$ cat src/rtl/core/bsmh_pkg.sv
// ----------------------------------------------------------------------------
// Byte stream mixing hash package
// Constants and the item type handed from the per-byte mixer to the
// finishing pipeline.
// ----------------------------------------------------------------------------
`default_nettype none

package bsmh_pkg;

    localparam int unsigned HashW = 64;
    localparam int unsigned NarrowW = 32;
    localparam int unsigned ByteW = 8;

    // Per-byte update constants.
    localparam logic [NarrowW-1:0] XOR_NARROW = 32'h0000_00ff;
    localparam logic [HashW-1:0] XOR_WIDE = 64'h0000_0000_0000_ffff;
    localparam logic [HashW-1:0] WIDE_LIMIT = 64'h0000_0000_ff00_0000;
    localparam logic [HashW-1:0] WIDE_ADD = 64'h00ff_ffff_ffff_ffff;
    localparam logic [HashW-1:0] WIDE_TOP_FLIP = 64'hff00_0000_0000_0000;

    // One finished message on its way through the avalanche stages.
    typedef struct packed {
        logic [HashW-1:0] hash;
        logic [ByteW-1:0] rev;
        logic wide;
    } bsmh_fin_t;

endpackage

`default_nettype wire

$ cat src/rtl/core/bsmh_mix.sv
// ----------------------------------------------------------------------------
// Byte stream mixing hash: per-byte mixer
// Holds one input item, seeds the hash on the first byte of a message and
// applies the add, shift and xor update. A last item is passed on to the
// finishing pipeline through a registered hand-off.
// ----------------------------------------------------------------------------
`default_nettype none

module bsmh_mix
    import bsmh_pkg::*;
(
    input  wire logic             clk,
    input  wire logic             rst_n,
    input  wire logic             in_valid,
    output logic                  in_ready,
    input  wire logic [ByteW-1:0] in_byte,
    input  wire logic             in_last,
    input  wire logic             wide_mode,
    output logic                  fin_valid,
    input  wire logic             fin_ready,
    output bsmh_fin_t             fin_item
);

    logic             in_valid_reg;
    logic [ByteW-1:0] in_byte_reg;
    logic             in_last_reg;
    logic [HashW-1:0] running_hash_reg;
    logic [ByteW-1:0] first_rev_reg;
    logic             in_message_reg;
    logic             fin_valid_reg;
    bsmh_fin_t        fin_item_reg;

    logic             fin_free;
    logic             in_go;
    logic [ByteW-1:0] rev_now;
    logic [ByteW-1:0] rev_use;
    logic [HashW-1:0] h_in;
    logic [NarrowW-1:0] h32;
    logic [NarrowW-1:0] s32;
    logic [NarrowW-1:0] x32;
    logic [HashW-1:0] s64;
    logic [HashW-1:0] x64;
    logic [HashW-1:0] y64;
    logic [HashW-1:0] mixed;

    // Handshake: an item that ends no message never waits for the hand-off.
    assign fin_free = !fin_valid_reg || fin_ready;
    assign in_go    = in_valid_reg && (!in_last_reg || fin_free);
    assign in_ready = !in_valid_reg || in_go;

    // Bit reversal of the held byte.
    always_comb
    begin
        for (int i = 0; i < ByteW; i++)
        begin
            rev_now[i] = in_byte_reg[ByteW-1-i];
        end
    end

    assign rev_use = in_message_reg ? first_rev_reg : rev_now;
    assign h_in    = in_message_reg ? running_hash_reg : {{(HashW-ByteW){1'b0}}, rev_now};

    // Narrow update, modulo 2^32.
    assign h32 = h_in[NarrowW-1:0];
    assign s32 = h32 + ({{(NarrowW-ByteW-7){1'b0}}, in_byte_reg, 7'b0}
                        | {15'b0, h32[NarrowW-1:15]});
    assign x32 = s32 ^ (s32 >> 6) ^ XOR_NARROW;

    // Wide update, modulo 2^64, with the low-value correction.
    assign s64 = h_in + ({{(HashW-ByteW-7){1'b0}}, in_byte_reg, 7'b0}
                         | {31'b0, h_in[HashW-1:31]});
    assign x64 = s64 ^ (s64 >> 6) ^ XOR_WIDE;

    always_comb
    begin
        if (x64 <= WIDE_LIMIT)
        begin
            y64 = (x64 + WIDE_ADD) ^ WIDE_TOP_FLIP;
        end
        else
        begin
            y64 = x64;
        end
    end

    assign mixed = wide_mode ? y64 : {{(HashW-NarrowW){1'b0}}, x32};

    // Input register, message state and the hand-off register.
    always_ff @(posedge clk or negedge rst_n)
    begin
        if (!rst_n)
        begin
            in_valid_reg     <= 1'b0;
            in_byte_reg      <= '0;
            in_last_reg      <= 1'b0;
            running_hash_reg <= '0;
            first_rev_reg    <= '0;
            in_message_reg   <= 1'b0;
            fin_valid_reg    <= 1'b0;
            fin_item_reg     <= '0;
        end
        else
        begin
            if (in_ready)
            begin
                in_valid_reg <= in_valid;
                in_byte_reg  <= in_byte;
                in_last_reg  <= in_last;
            end
            if (in_go)
            begin
                first_rev_reg <= rev_use;
                if (in_last_reg)
                begin
                    running_hash_reg <= '0;
                    in_message_reg   <= 1'b0;
                end
                else
                begin
                    running_hash_reg <= mixed;
                    in_message_reg   <= 1'b1;
                end
            end
            if (fin_free)
            begin
                fin_valid_reg <= in_go && in_last_reg;
                fin_item_reg  <= '{hash: mixed, rev: rev_use, wide: wide_mode};
            end
        end
    end

    assign fin_valid = fin_valid_reg;
    assign fin_item  = fin_item_reg;

endmodule

`default_nettype wire

$ cat src/rtl/core/bsmh_final.sv
// ----------------------------------------------------------------------------
// Byte stream mixing hash: finishing pipeline
// Two stages of final avalanche, then the reversed first byte is added and
// the result is masked to the selected width in the output register.
// ----------------------------------------------------------------------------
`default_nettype none

module bsmh_final
    import bsmh_pkg::*;
(
    input  wire logic             clk,
    input  wire logic             rst_n,
    input  wire logic             fin_valid,
    output logic                  fin_ready,
    input  wire bsmh_fin_t        fin_item,
    output logic                  out_valid,
    input  wire logic             out_ready,
    output logic [HashW-1:0]      out_hash
);

    logic             f1_valid_reg;
    bsmh_fin_t        f1_item_reg;
    logic             out_valid_reg;
    logic [HashW-1:0] out_hash_reg;

    logic             out_free;
    logic             f1_free;
    logic [HashW-1:0] mask_in;
    logic [HashW-1:0] mask_f1;
    logic [HashW-1:0] h1;
    logic [HashW-1:0] h2;
    logic [HashW-1:0] h3;

    assign out_free  = !out_valid_reg || out_ready;
    assign f1_free   = !f1_valid_reg || out_free;
    assign fin_ready = f1_free;

    assign mask_in = fin_item.wide ? {HashW{1'b1}} : {{(HashW-NarrowW){1'b0}}, {NarrowW{1'b1}}};
    assign mask_f1 = f1_item_reg.wide ? {HashW{1'b1}}
                                      : {{(HashW-NarrowW){1'b0}}, {NarrowW{1'b1}}};

    // First stage: h += h << 3, then h ^= h >> 11.
    assign h1 = (fin_item.hash + (fin_item.hash << 3)) & mask_in;
    assign h2 = h1 ^ (h1 >> 11);

    // Second stage: h += h << 15, then the reversed first byte is added.
    assign h3 = (f1_item_reg.hash + (f1_item_reg.hash << 15)
                 + {{(HashW-ByteW){1'b0}}, f1_item_reg.rev}) & mask_f1;

    always_ff @(posedge clk or negedge rst_n)
    begin
        if (!rst_n)
        begin
            f1_valid_reg  <= 1'b0;
            f1_item_reg   <= '0;
            out_valid_reg <= 1'b0;
            out_hash_reg  <= '0;
        end
        else
        begin
            if (f1_free)
            begin
                f1_valid_reg <= fin_valid;
                f1_item_reg  <= '{hash: h2, rev: fin_item.rev, wide: fin_item.wide};
            end
            if (out_free)
            begin
                out_valid_reg <= f1_valid_reg;
                out_hash_reg  <= h3;
            end
        end
    end

    assign out_valid = out_valid_reg;
    assign out_hash  = out_hash_reg;

endmodule

`default_nettype wire

$ cat src/rtl/core/byte_stream_mixing_hash.sv
// ----------------------------------------------------------------------------
// Byte stream mixing hash
// Takes one byte item per cycle unless a last item waits for the hand-off;
// the per-byte feedback through the mixer sets that rate. The running hash
// is updated in the mixer and the item marked last, which passes the input,
// hand-off, first-stage and output registers, gives one 64-bit result.
// Reset clears the hash state and the mode (32-bit).
// ----------------------------------------------------------------------------
`default_nettype none

module byte_stream_mixing_hash
    import bsmh_pkg::*;
(
    input  wire logic              clk,
    input  wire logic              rst_n,
    // Configuration: wide_mode (0 = 32-bit, 1 = 64-bit).
    input  wire logic              wide_mode_we,
    input  wire logic              wide_mode_wdata,
    // Byte input.
    input  wire logic              s_axis_tvalid,
    output logic                   s_axis_tready,
    input  wire logic [ByteW-1:0]  s_axis_tdata,   // [7:0] data_byte
    input  wire logic              s_axis_tlast,   // last_byte
    // Hash output.
    output logic                   m_axis_tvalid,
    input  wire logic              m_axis_tready,
    output logic [HashW-1:0]       m_axis_tdata    // [63:0] hash_value
);

    logic      wide_mode_reg;
    logic      fin_valid;
    logic      fin_ready;
    bsmh_fin_t fin_item;

    // Mode register.
    always_ff @(posedge clk or negedge rst_n)
    begin
        if (!rst_n)
        begin
            wide_mode_reg <= 1'b0;
        end
        else if (wide_mode_we)
        begin
            wide_mode_reg <= wide_mode_wdata;
        end
    end

    // Per-byte mixer.
    bsmh_mix u_mix (
        .clk       (clk),
        .rst_n     (rst_n),
        .in_valid  (s_axis_tvalid),
        .in_ready  (s_axis_tready),
        .in_byte   (s_axis_tdata),
        .in_last   (s_axis_tlast),
        .wide_mode (wide_mode_reg),
        .fin_valid (fin_valid),
        .fin_ready (fin_ready),
        .fin_item  (fin_item)
    );

    // Final avalanche and output register.
    bsmh_final u_final (
        .clk       (clk),
        .rst_n     (rst_n),
        .fin_valid (fin_valid),
        .fin_ready (fin_ready),
        .fin_item  (fin_item),
        .out_valid (m_axis_tvalid),
        .out_ready (m_axis_tready),
        .out_hash  (m_axis_tdata)
    );

endmodule

`default_nettype wire
$ cat config.mk
export PLATFORM = sky130hd
export DESIGN_NAME = byte_stream_mixing_hash
export DESIGN_NICKNAME = d
export VERILOG_FILES = /design/src/rtl/core/bsmh_pkg.sv /design/src/rtl/core/bsmh_mix.sv /design/src/rtl/core/bsmh_final.sv /design/src/rtl/core/byte_stream_mixing_hash.sv
export SDC_FILE = /design/constraint.sdc
export NUM_CORES = 1
export LEC_CHECK = 0
export ABC_AREA = 1
export BUFFER_PORTS_ARGS = -buffer_cell sky130_fd_sc_hd__buf_2
export CAP_MARGIN = 20
export CORE_MARGIN = 1.5
export CORE_UTILIZATION = 46
export DETAILED_ROUTE_END_ITERATION = 8
export PLACE_DENSITY = 0.59
export SYNTH_ARGS = -nofsm -noshare
export SYNTH_HDL_FRONTEND = slang
export SYNTH_SLANG_ARGS = --single-unit
$ cat constraint.sdc
create_clock -name clk -period 8.13 [get_ports clk]
set_clock_uncertainty 0.05 [all_clocks]
set_input_delay 1.2195 -clock clk [delete_from_list [all_inputs] [get_ports clk]]
set_output_delay 1.2195 -clock clk [all_outputs]
set_load 0.005 [all_outputs]
## Yosys cells after proc, flatten, opt, wreduce, memory -nomap -nowiden

Cells that the tools add are included.
W data, S select, Z words.

| storage, ports and cells | value |
|---|---|
| logic and storage cells | 54 |
| bits of input ports | 15 |
| bits in registers | 297 |

| operators by class | value |
|---|---|
| multiplexer cells | 8 |
| $add $sub $neg | 6 |
| bitwise logic cells | 10 |
| reductions and logical operators | 12 |
| $lt $le $gt $ge | 1 |

Operators with widths:

| operator | number |
|---|---|
| $mux W64 | 6 |
| $add A64 B64 Y64 | 3 |
| $and A64 B64 Y64 | 2 |
| $add A64 B56 Y64 const B | 1 |
| $add A64 B8 Y64 | 1 |
| $le A64 B32 Y1 const B | 1 |
| $xor A64 B53 Y64 | 1 |
| $xor A64 B58 Y64 | 1 |
| $or A15 B33 Y33 | 1 |
| $add A32 B32 Y32 | 1 |
| $xor A32 B26 Y32 | 1 |
| $or A15 B17 Y17 | 1 |
| $not A16 Y16 | 1 |
| $not A8 Y8 | 2 |
| $mux W8 | 1 |
| $logic_not A1 Y1 | 5 |
| $logic_or A1 B1 Y1 | 5 |
| $logic_and A1 B1 Y1 | 2 |
| $mux W1 | 1 |

## Longest topological paths before layout

Gate-level depths: netlist (run 1).

| logic depth | value |
|---|---|
| depth after elaboration | 10 |
| mapped depth | 37 |

## Hierarchy

A second synthesis (run 1) with hierarchy kept.

| second synthesis, totals | value |
|---|---|
| cells, all modules | 5754 |
| area, all modules | 32147.1 um2 |

By module, submodules not included:

| module | area each (um2) | times used | sequential area each (um2) | cells an instance |
|---|---|---|---|---|
| bsmh_mix | 16275.6 | 1 | 3928.8 | 3005 |
| bsmh_final | 15831.4 | 1 | 3478.3 | 2744 |
| byte_stream_mixing_hash | 40.0 | 1 | 25.0 | 5 |

## Least setup slack after synthesis (run 1)

Ideal clock, no wire load.

| timing path | value |
|---|---|
| path type | register to register |
| start point | register u_mix.in_message_reg |
| end point | register u_mix.fin_item_reg (netlist bit u_mix.fin_item[31]) |
| slack | 3.302 ns |
| path buffers | 7 |
| clock period less this slack | 4.828 ns |
| stages on the path, launching flop included | 35 |
| required time | 7.963 ns |
| arrival time | 4.661 ns |
| cell sequence | dfrtp_1 > buf_4 > buf_6 > buf_2 > buf_1 > clkbuf_1 > nand2_1 > inv_1 > ha_1 > fa_1 > nand2_1 > nor2_1 > nand2_1 > nand3_1 > xnor2_1 > or2_1 > nand2_1 > ha_1 > nand3_1 > nor2_1 > nand2_2 > nor2_4 > nand2_1 > nor2_1 > nand3_1 > nand2_1 > nand3_2 > buf_2 > buf_4 > o21bai_2 > nand2_1 > nand2_1 > nand2_1 > nand2_1 > nand2_1 |

| on the way | value |
|---|---|
| cells in the longest elaborated chain, start to end | 8 |
| elaborated cells on any way between the ends | 12 |

RTL lines:

| what | RTL line | source |
|---|---|---|
| start: declaration | bsmh_mix.sv:29 | `logic in_message_reg;` |
| start signal: assignment | bsmh_mix.sv:98 | `in_message_reg <= 1'b0;` |
| start signal: assignment | bsmh_mix.sv:116 | `in_message_reg <= 1'b0;` |
| start signal: assignment | bsmh_mix.sv:121 | `in_message_reg <= 1'b1;` |
| $mux W64 (*) | bsmh_mix.sv:61 | `assign h_in = in_message_reg ? running_hash_reg : {{(HashW-ByteW){1'b0}}, rev_now};` |
| $or A15 B33 Y33 | bsmh_mix.sv:71 | `\| {31'b0, h_in[HashW-1:31]});` |
| $add A64 B64 Y64 | bsmh_mix.sv:70 | `assign s64 = h_in + ({{(HashW-ByteW-7){1'b0}}, in_byte_reg, 7'b0}` |
| $xor A64 B58 Y64 | bsmh_mix.sv:72 | `assign x64 = s64 ^ (s64 >> 6) ^ XOR_WIDE;` |
| $not A16 Y16 (no line) | n/a |  |
| $add A64 B56 Y64 or $le A64 B32 Y1 (tied branches) | bsmh_mix.sv:78, bsmh_mix.sv:76 |  |
| $mux W64 | bsmh_mix.sv:76 | `if (x64 <= WIDE_LIMIT)` |
| $mux W64 (*) | bsmh_mix.sv:86 | `assign mixed = wide_mode ? y64 : {{(HashW-NarrowW){1'b0}}, x32};` |
| end signal: assignment | bsmh_mix.sv:127 | `fin_item_reg <= '{hash: mixed, rev: rev_use, wide: wide_mode};` |
| end: declaration | bsmh_mix.sv:31 | `bsmh_fin_t fin_item_reg;` |

Mark *: on every way between the ends. The rest lies on a longest branch, timed or not.
A chain may end at the register's enable or synchronous reset.

## Final worst setup path (run 1)

| timing path | value |
|---|---|
| start point | register u_mix.in_message_reg |
| end point | register u_mix.fin_item_reg (netlist bit u_mix.fin_item[22]) |

The elaborated chain is that of the path after synthesis.

==> metrics.cfg, run 1 <==
[setup_path]
critical_path.top_delay_family = simple AND/OR/NAND/NOR gates
worstSetupEndpoint = u_mix.fin_item[22]$_DFFE_PN0P_
rr_endpoint = u_mix.fin_item[22]$_DFFE_PN0P_
worstPathRequired_ns = 8.60
critPathCaptureType = flop
path_common_cell = nand2_1
crit_type = flop to flop
crit_fanout = 39
worst-path-stages = 30
reg2reg_depth = 30
max_stage_delay_ns = 0.94
crit_start = u_mix.in_message_reg$_DFFE_PN0P_
arrival_ns = 7.13
rr_startpoint = u_mix.in_message_reg$_DFFE_PN0P_
cp_slowest_cell = dfrtp_2
path_buf_inv = 2
r2r_slack_ns = 1.47
critPathLaunchType = flop

[routing]
wl_met3_mm = 6.23
finalWirelength_mm = 114
drc = 0
wl_met2_mm = 54.2
vias = 31100
vias_per_cell = 5.31
highest_layer = met4
ant_nets = 0
drt_pass1_iterations = 6
avgRoutedWirePerCell_um = 19.5
drt_iter0_markers = 2598
wl_met1_mm = 47.2

[hold_path]
whs_path_depth = 2
hold_class = flop to flop
hp-start = u_final.out_hash[34]$_DFFE_PN0P_

[synth]
ys_ff_latch = 297
ys_warn_count = 0
yosys.area.top_type = dfrtp_1
async_flop_share_pct = 100
yosysSeqAreaShare_pct = 25.4
synth_fp_nets = 5116
yosysTopAreaCellShare_pct = 25.4
syn_area_mm2 = 0.0293
synth-edff-count = 0
avgSynthCellArea_um2 = 5.94
syn_inst = 4930
ys_top_cells_by_count = nand2_1, inv_1, nor2_1, dfrtp_1, nand3_1
synth_flop_cell = dfrtp_1
synth.most_common_cell = nand2_1
synth.distinct_cells = 49
synthTopCellsByArea = dfrtp_1, nand2_1, inv_1

[outcome]
status = finished clean

[sta]
fmax_mhz = 150
post-route-period-util_pct = 81.9
setup-tns-final_ns = 0
grt_setup_unrepaired = false
relSlewSlack_pct = 26.2
setup_viol = 0
post-route-min-period_ns = 6.66
worstMarginPinSlew_ns = 1.11
hold_viol = 0
maxSlewViolCount = 0

[cts]
post_cts_resized = 0
insertion_delay_ns = 0.59
clock_tree.root_cell = clkbuf_16
cts_buffers = 38
cts_tree = yes
cts.sinks = 297
htree_levels = 2
postCtsSetupBuffers = 0
cts.reportedPaths.clkPinSlew_ns = 0.07
hold_buffers = 0
cts_buffer_depth = 3

[die]
die_area_mm2 = 0.0652
rows = 92
die_x_um = 255
initial_utilization_pct = 46.5
boundaryPins = 81
core_mm2 = 0.0630
die_h_um = 255

[finish]
syn2layout_area_growth_pct = 8.83
final_cells = 5853
fin_nets = 5158
layout-drive-gt1-share_pct = 4.88

[global_route]
grt_max_degree = 123
grt_util_all_layers_pct = 34.6
antenna_found_initial = 6
overflow = 0
grt_pass1_vias = 29800
grt_pass1_wl_mm = 175

[power]
power.density_mw_per_mm2 = 347
ir_drop_v = 0.000357
leakagePower_uw = 0.0179

[placement]
io_buffers = 80
place.gp.congestion = 1.02
hpwl_mm = 94.5
place_inst = 5778

[flow_run]
drv_cap = 0

## tightest hold or removal path: cells and delay by family, from the launching register on
kind	cells	cell delay, ns
flops	1	0.33
simple gates	2	0.10
## how the worst min path moves through the flow
stage / end / slack [ns]
after floorplan: u_final.f1_valid_reg$_DFFE_PN0P_ / 0.37
after global placement: u_final.out_hash[0]$_DFFE_PN0P_ / 0.41
after detailed placement: u_final.out_hash[56]$_DFFE_PN0P_ / 0.41
after CTS: u_final.out_valid$_DFFE_PN0P_ / 0.43
after global routing: u_final.out_hash[56]$_DFFE_PN0P_ / 0.44
final: u_final.out_hash[34]$_DFFE_PN0P_ / 0.42
## placed cells by master, fill, tap and decap left out, types with 55 or more instances in the layout
cell,Yosys,routed
a21oi_1,265,264
a31oi_1,55,55
buf_2,8,79
dfrtp_1,297,295
ha_1,167,167
inv_1,709,708
nand2_1,1855,1855
nand3_1,270,270
nand4_1,88,88
nor2_1,432,428
o21ai_0,268,268
xnor2_1,65,65
xor2_1,103,103
## metal layers
metal | up-vias | GRT usage, %
met5 | - | 0
met4 | 0 | 17.9
met3 | 268 | 4.13
met2 | 998 | 59.1
met1 | 14100 | 42.8
li1 | 15700 | -
## where the power goes
group          switching, uW  internal, uW
registers                501          1990
clock network            729          1120
logic                   4550          2160
total                   5780          5270
## stage by stage
| stage | utilization (%) | cell area [um^2] | setup WS [ns] | total power [uW] | hold WS, ns |
|---|---|---|---|---|---|
| 4_1_cts | 50.6 | 31900 | 1.56 | 11000 | 0.425 |
| 2_1_floorplan | - | 29300 | 3.30 | 7100 | 0.373 |
| 5_1_grt | 50.6 | 31900 | 1.03 | 11900 | 0.436 |
| 6_report | 50.6 | 31900 | 1.47 | 11100 | 0.420 |
| 3_5_place_dp | 48.5 | 30500 | 1.63 | 9120 | 0.411 |
| 3_3_place_gp | 48.5 | 30500 | 1.76 | 9100 | 0.408 |
## final cells by class
cell class	instances	area (um^2)
sequential	297	7430
antenna	6	15.0
clock inverter	19	309
clock buffer	50	1030
timing repair buffer	96	543
tap	846	1060
fill	6920	31100
inverter	722	2710
multi-input combinational	3817	18800
## kinds of logic (layout without fill, tap and decap cells)
logic type / after synthesis / in the layout / share of synthesized area [%]
xor+xnor: 168 / 168 / 5.02
buf+inv: 816 / 887 / 10.6
flops: 297 / 297 / 25.4
simple gates: 2779 / 2779 / 38.6
compound gates: 699 / 699 / 13.0
other cells: 0 / 6 / 0
fa+ha+maj: 171 / 171 / 7.41
Power figures use the tool's default switching activity.
==> run 2, diff against run 1 <==
--- a/config.mk
+++ b/config.mk
@@ -5,13 +5,13 @@
 export SDC_FILE = /design/constraint.sdc
 export NUM_CORES = 1
 export LEC_CHECK = 0
-export ABC_AREA = 1
+export ABC_AREA = 0
 export BUFFER_PORTS_ARGS = -buffer_cell sky130_fd_sc_hd__buf_2
 export CAP_MARGIN = 20
 export CORE_MARGIN = 1.5
 export CORE_UTILIZATION = 46
 export DETAILED_ROUTE_END_ITERATION = 8
-export PLACE_DENSITY = 0.59
+export PLACE_DENSITY = 0.61
 export SYNTH_ARGS = -nofsm -noshare
 export SYNTH_HDL_FRONTEND = slang
 export SYNTH_SLANG_ARGS = --single-unit
==> constraint.sdc (replaced) <==
create_clock -name clk -period 5.38 [get_ports clk]
set_clock_uncertainty 0.05 [all_clocks]
set_input_delay 0.807 -clock clk [delete_from_list [all_inputs] [get_ports clk]]
set_output_delay 0.807 -clock clk [all_outputs]
set_load 0.005 [all_outputs]
==> metrics.cfg, run 2 <==
[finish]
design_area_mm2 = 0.0321  ; +0.62%
layout-drive-gt1-share_pct = 22.5  ; +18 points
diodes = 0  ; -6
final_cells = 4350  ; -26%
register_area_mm2 = 0.00743  ; about the same
layout_common_cells = buf_4, nand2_1, dfrtp_1, o21ai_0, a21oi_1
mostFrequentLayoutCell = buf_4
final_util_pct = 58.2  ; +7.6 points
syn2layout_area_growth_pct = 25.0
multi_input_area_mm2 = 0.0181  ; -3.7%
n_fill_cell = 5096  ; -26%
fin_nets = 3764  ; -27%

[sta]
worstMarginPinSlew_ns = 0.864  ; -0.244 ns
holdWs_ns = 0.224  ; -0.196 ns
hold_viol = 0  ; unchanged
maxSlewViolCount = 0  ; unchanged
post-route-worst-setup-slack_ns = -0.0529  ; -1.52 ns
post-route-period-util_pct = 101  ; +19 points
post-route-min-period_ns = 5.43  ; -1.23 ns
grt_setup_unrepaired = true
relSlewSlack_pct = 40.9  ; +15 points
setup_viol = 2  ; +2
fmax_mhz = 184  ; +23%

[synth]
syn_inst = 3128  ; -37%
synth_flop_cell = dfrtp_1
ys_top_cells_by_count = nand2_1, dfrtp_1, o21ai_0, a21oi_1, xnor2_1
avgSynthCellArea_um2 = 8.20  ; +38%
synthTopCellsByArea = dfrtp_1, ha_1, xnor2_1
ys_ff_latch = 297  ; unchanged
synthXorXnorAreaFrac_pct = 12.5  ; +7.4 points
ys_warn_count = 0  ; unchanged
synth.distinct_cells = 100  ; +100%
synth_fp_nets = 3314  ; -35%
synth_top_family_by_area = compound AO/OA/AOI/OAI gates
synth.most_common_cell = nand2_1
synth-edff-count = 0  ; unchanged
yosys.area_share.adder_pct = 8.46  ; +1.1 points
synth.area.mux_share_pct = 2.60  ; +2.6 points
synth_compound_area_share_pct = 23.0  ; +10 points
yosysSeqAreaShare_pct = 29.0  ; +3.6 points
synthSimpleGateAreaFrac_pct = 21.0  ; -18 points
yosysTopAreaCellShare_pct = 29.0  ; +3.6 points
yosys.area.top_type = dfrtp_1
syn_area_mm2 = 0.0257  ; -12%
async_flop_share_pct = 100  ; unchanged

[routing]
vias = 25100  ; -19%
finalWirelength_mm = 89.9  ; -21%
wl_met1_mm = 39.9  ; -15%
ant_nets = 0  ; unchanged
drt_iter0_markers = 1828  ; -30%
wl_met2_mm = 40.9  ; -25%
drc = 0  ; unchanged
avgRoutedWirePerCell_um = 20.7  ; +6.0%
wl_met3_mm = 5.44  ; -13%
vias_per_cell = 5.77  ; +8.6%
highest_layer = met4
drt_pass1_iterations = 6  ; unchanged

[placement]
placedInstanceArea_mm2 = 0.0302  ; -1.1%
io_buffers = 80  ; unchanged
place.gp.congestion = 0.974  ; -4.3%
hpwl_mm = 72.4  ; -23%
place_inst = 4276  ; -26%

[die]
rows = 86  ; -6.5%
core_mm2 = 0.0551  ; -13%
die_h_um = 239  ; -6.3%
initial_utilization_pct = 46.6  ; about the same
die_x_um = 239  ; -6.3%
boundaryPins = 81  ; unchanged
die_area_mm2 = 0.0572  ; -12%

[setup_path]
critPathLaunchType = flop
max_stage_delay_ns = 0.45  ; -0.49 ns
path_cells = buf_12, mux2_2, ha_2, and3_1, a221oi_4, buf_4, nor3_4, o211ai_2, buf_6, a211o_1, and3_1, or3_1, a2111o_1, nor4_4, buf_4, o21ai_4, buf_12, buf_4, nor3_4, mux2i_2, o221a_2
arrival_ns = 5.85  ; -1.28 ns
r2r_slack_ns = -0.05  ; -1.52 ns
crit_fanout = 24  ; -38%
critPathCaptureType = flop
critical_path.top_delay_family = simple AND/OR/NAND/NOR gates
reg2reg_depth = 21  ; -30%
path_buf_inv = 6  ; +4
rr_startpoint = u_mix.in_message_reg$_DFFE_PN0P_
cp_slowest_cell = dfrtp_2
rr_endpoint = u_mix.fin_item[11]$_DFFE_PN0P_
worst-path-stages = 21  ; -30%
crit_type = flop to flop
worstPathRequired_ns = 5.80  ; -2.80 ns
path_common_cell = buf_4

[cts]
cts_tree = yes
cts_buffer_depth = 3  ; unchanged
hold_buffers = 0  ; unchanged
cts.reportedPaths.clkPinSlew_ns = 0.06  ; about the same
cts_buffers = 34  ; -11%
insertion_delay_ns = 0.54  ; -0.05 ns
cts.sinks = 297  ; unchanged
htree_levels = 2  ; unchanged
clock_tree.root_cell = clkbuf_16

[global_route]
grt_pass1_vias = 24300  ; -18%
grt_max_degree = 101  ; -18%
overflow = 0  ; unchanged
grt_pass1_wl_mm = 139  ; -21%
grt_util_all_layers_pct = 31.1  ; -3.5 points
antenna_found_initial = 1  ; -5

[power]
power.density_mw_per_mm2 = 369  ; +6.4%
leakagePower_uw = 0.0149  ; -17%
total_power_uw = 11800  ; +7.0%
ir_drop_v = 0.000249  ; -30%

[outcome]
violations = setup timing
status = complete, but fails checks

[flow_run]
drv_cap = 0  ; unchanged

[hold_path]
hold_class = input pin to async pin

## run 2: changes by cell type after synthesis, moves of 39 or more
cell / previous run / this run
xnor2_1: 65 / 230
nand2_1: 1855 / 422
nor2_1: 432 / 216
a21o_1: 7 / 98
clkbuf_1: 70 / 109
nand3_1: 270 / 77
inv_1: 709 / 73
nand2b_1: 0 / 39
and2_1: 4 / 45
## run 2: cell type report
class	count	area share [%]
inverters	74	0.866
multi-input cells	2610	56.4
well taps	748	2.92
repair buffers	561	13.0
clock inverters	12	0.484
flip-flops and latches	297	23.2
clock buffers	48	3.17
## run 2: power breakdown
part           switching [uW]  internal [uW]
logic                    3370           2750
registers                 513           2780
clock network             958           1470
total                    4840           6990
## run 2: cells by family (layout without fill, tap and decap cells)
| kind of cell | after synthesis | count (layout) |
|---|---|---|
| simple gates | 1101 | 1101 |
| buf+inv | 221 | 695 |
| flops | 297 | 297 |
| fa+ha+maj | 171 | 171 |
| compound gates | 923 | 923 |
| mux | 63 | 63 |
| xor+xnor | 352 | 352 |
## run 2: worst reg2reg max path: cells and delay by family (launching register included)
kind | cells | cell delay [ns]
multiplexers | 2 | 0.69
AND/OR/NAND/NOR | 6 | 1.50
buffers and inverters | 6 | 1.02
flip-flops | 1 | 0.45
adder cells (fa/ha/maj) | 1 | 0.39
AO/OA/AOI/OAI | 6 | 1.27
## run 2: metal layers
metal / up-vias / track usage (%)
met3: 156 / 3.80
met4: 0 / 11.7
li1: 12200 / -
met1: 11900 / 42.6
met5: - / 0
met2: 870 / 50.4
## run 2: how the worst max path moves through the flow
stage                                                start                              to  slack (ns)
after floorplan           u_mix.in_message_reg$_DFFE_PN0P_  u_mix.fin_item[36]$_DFFE_PN0P_       -0.47
after global placement    u_mix.in_message_reg$_DFFE_PN0P_  u_mix.fin_item[24]$_DFFE_PN0P_       -0.18
after detailed placement  u_mix.in_message_reg$_DFFE_PN0P_  u_mix.fin_item[35]$_DFFE_PN0P_       -0.26
after CTS                 u_mix.in_message_reg$_DFFE_PN0P_  u_mix.fin_item[40]$_DFFE_PN0P_       -0.04
after global routing      u_mix.in_message_reg$_DFFE_PN0P_  u_mix.fin_item[11]$_DFFE_PN0P_       -0.17
final                     u_mix.in_message_reg$_DFFE_PN0P_  u_mix.fin_item[11]$_DFFE_PN0P_       -0.05
## run 2: stage by stage
step / setup slack [ns] / TNS (ns)
after floorplan: -0.468 / -31.47
after global placement: -0.179 / -7.41
after detailed placement: -0.255 / -14.31
after CTS: -0.0391 / -0.111
after global routing: -0.167 / -9.82
final: -0.0529 / -0.0573
## run 2: timing repair
action / in CTS / in global routing
cloned: 0 / 1
buffers inserted: 10 / 2
setup endpoints to repair: 123 / 127
gates resized for setup: 42 / 86
pin swaps: 18 / 30
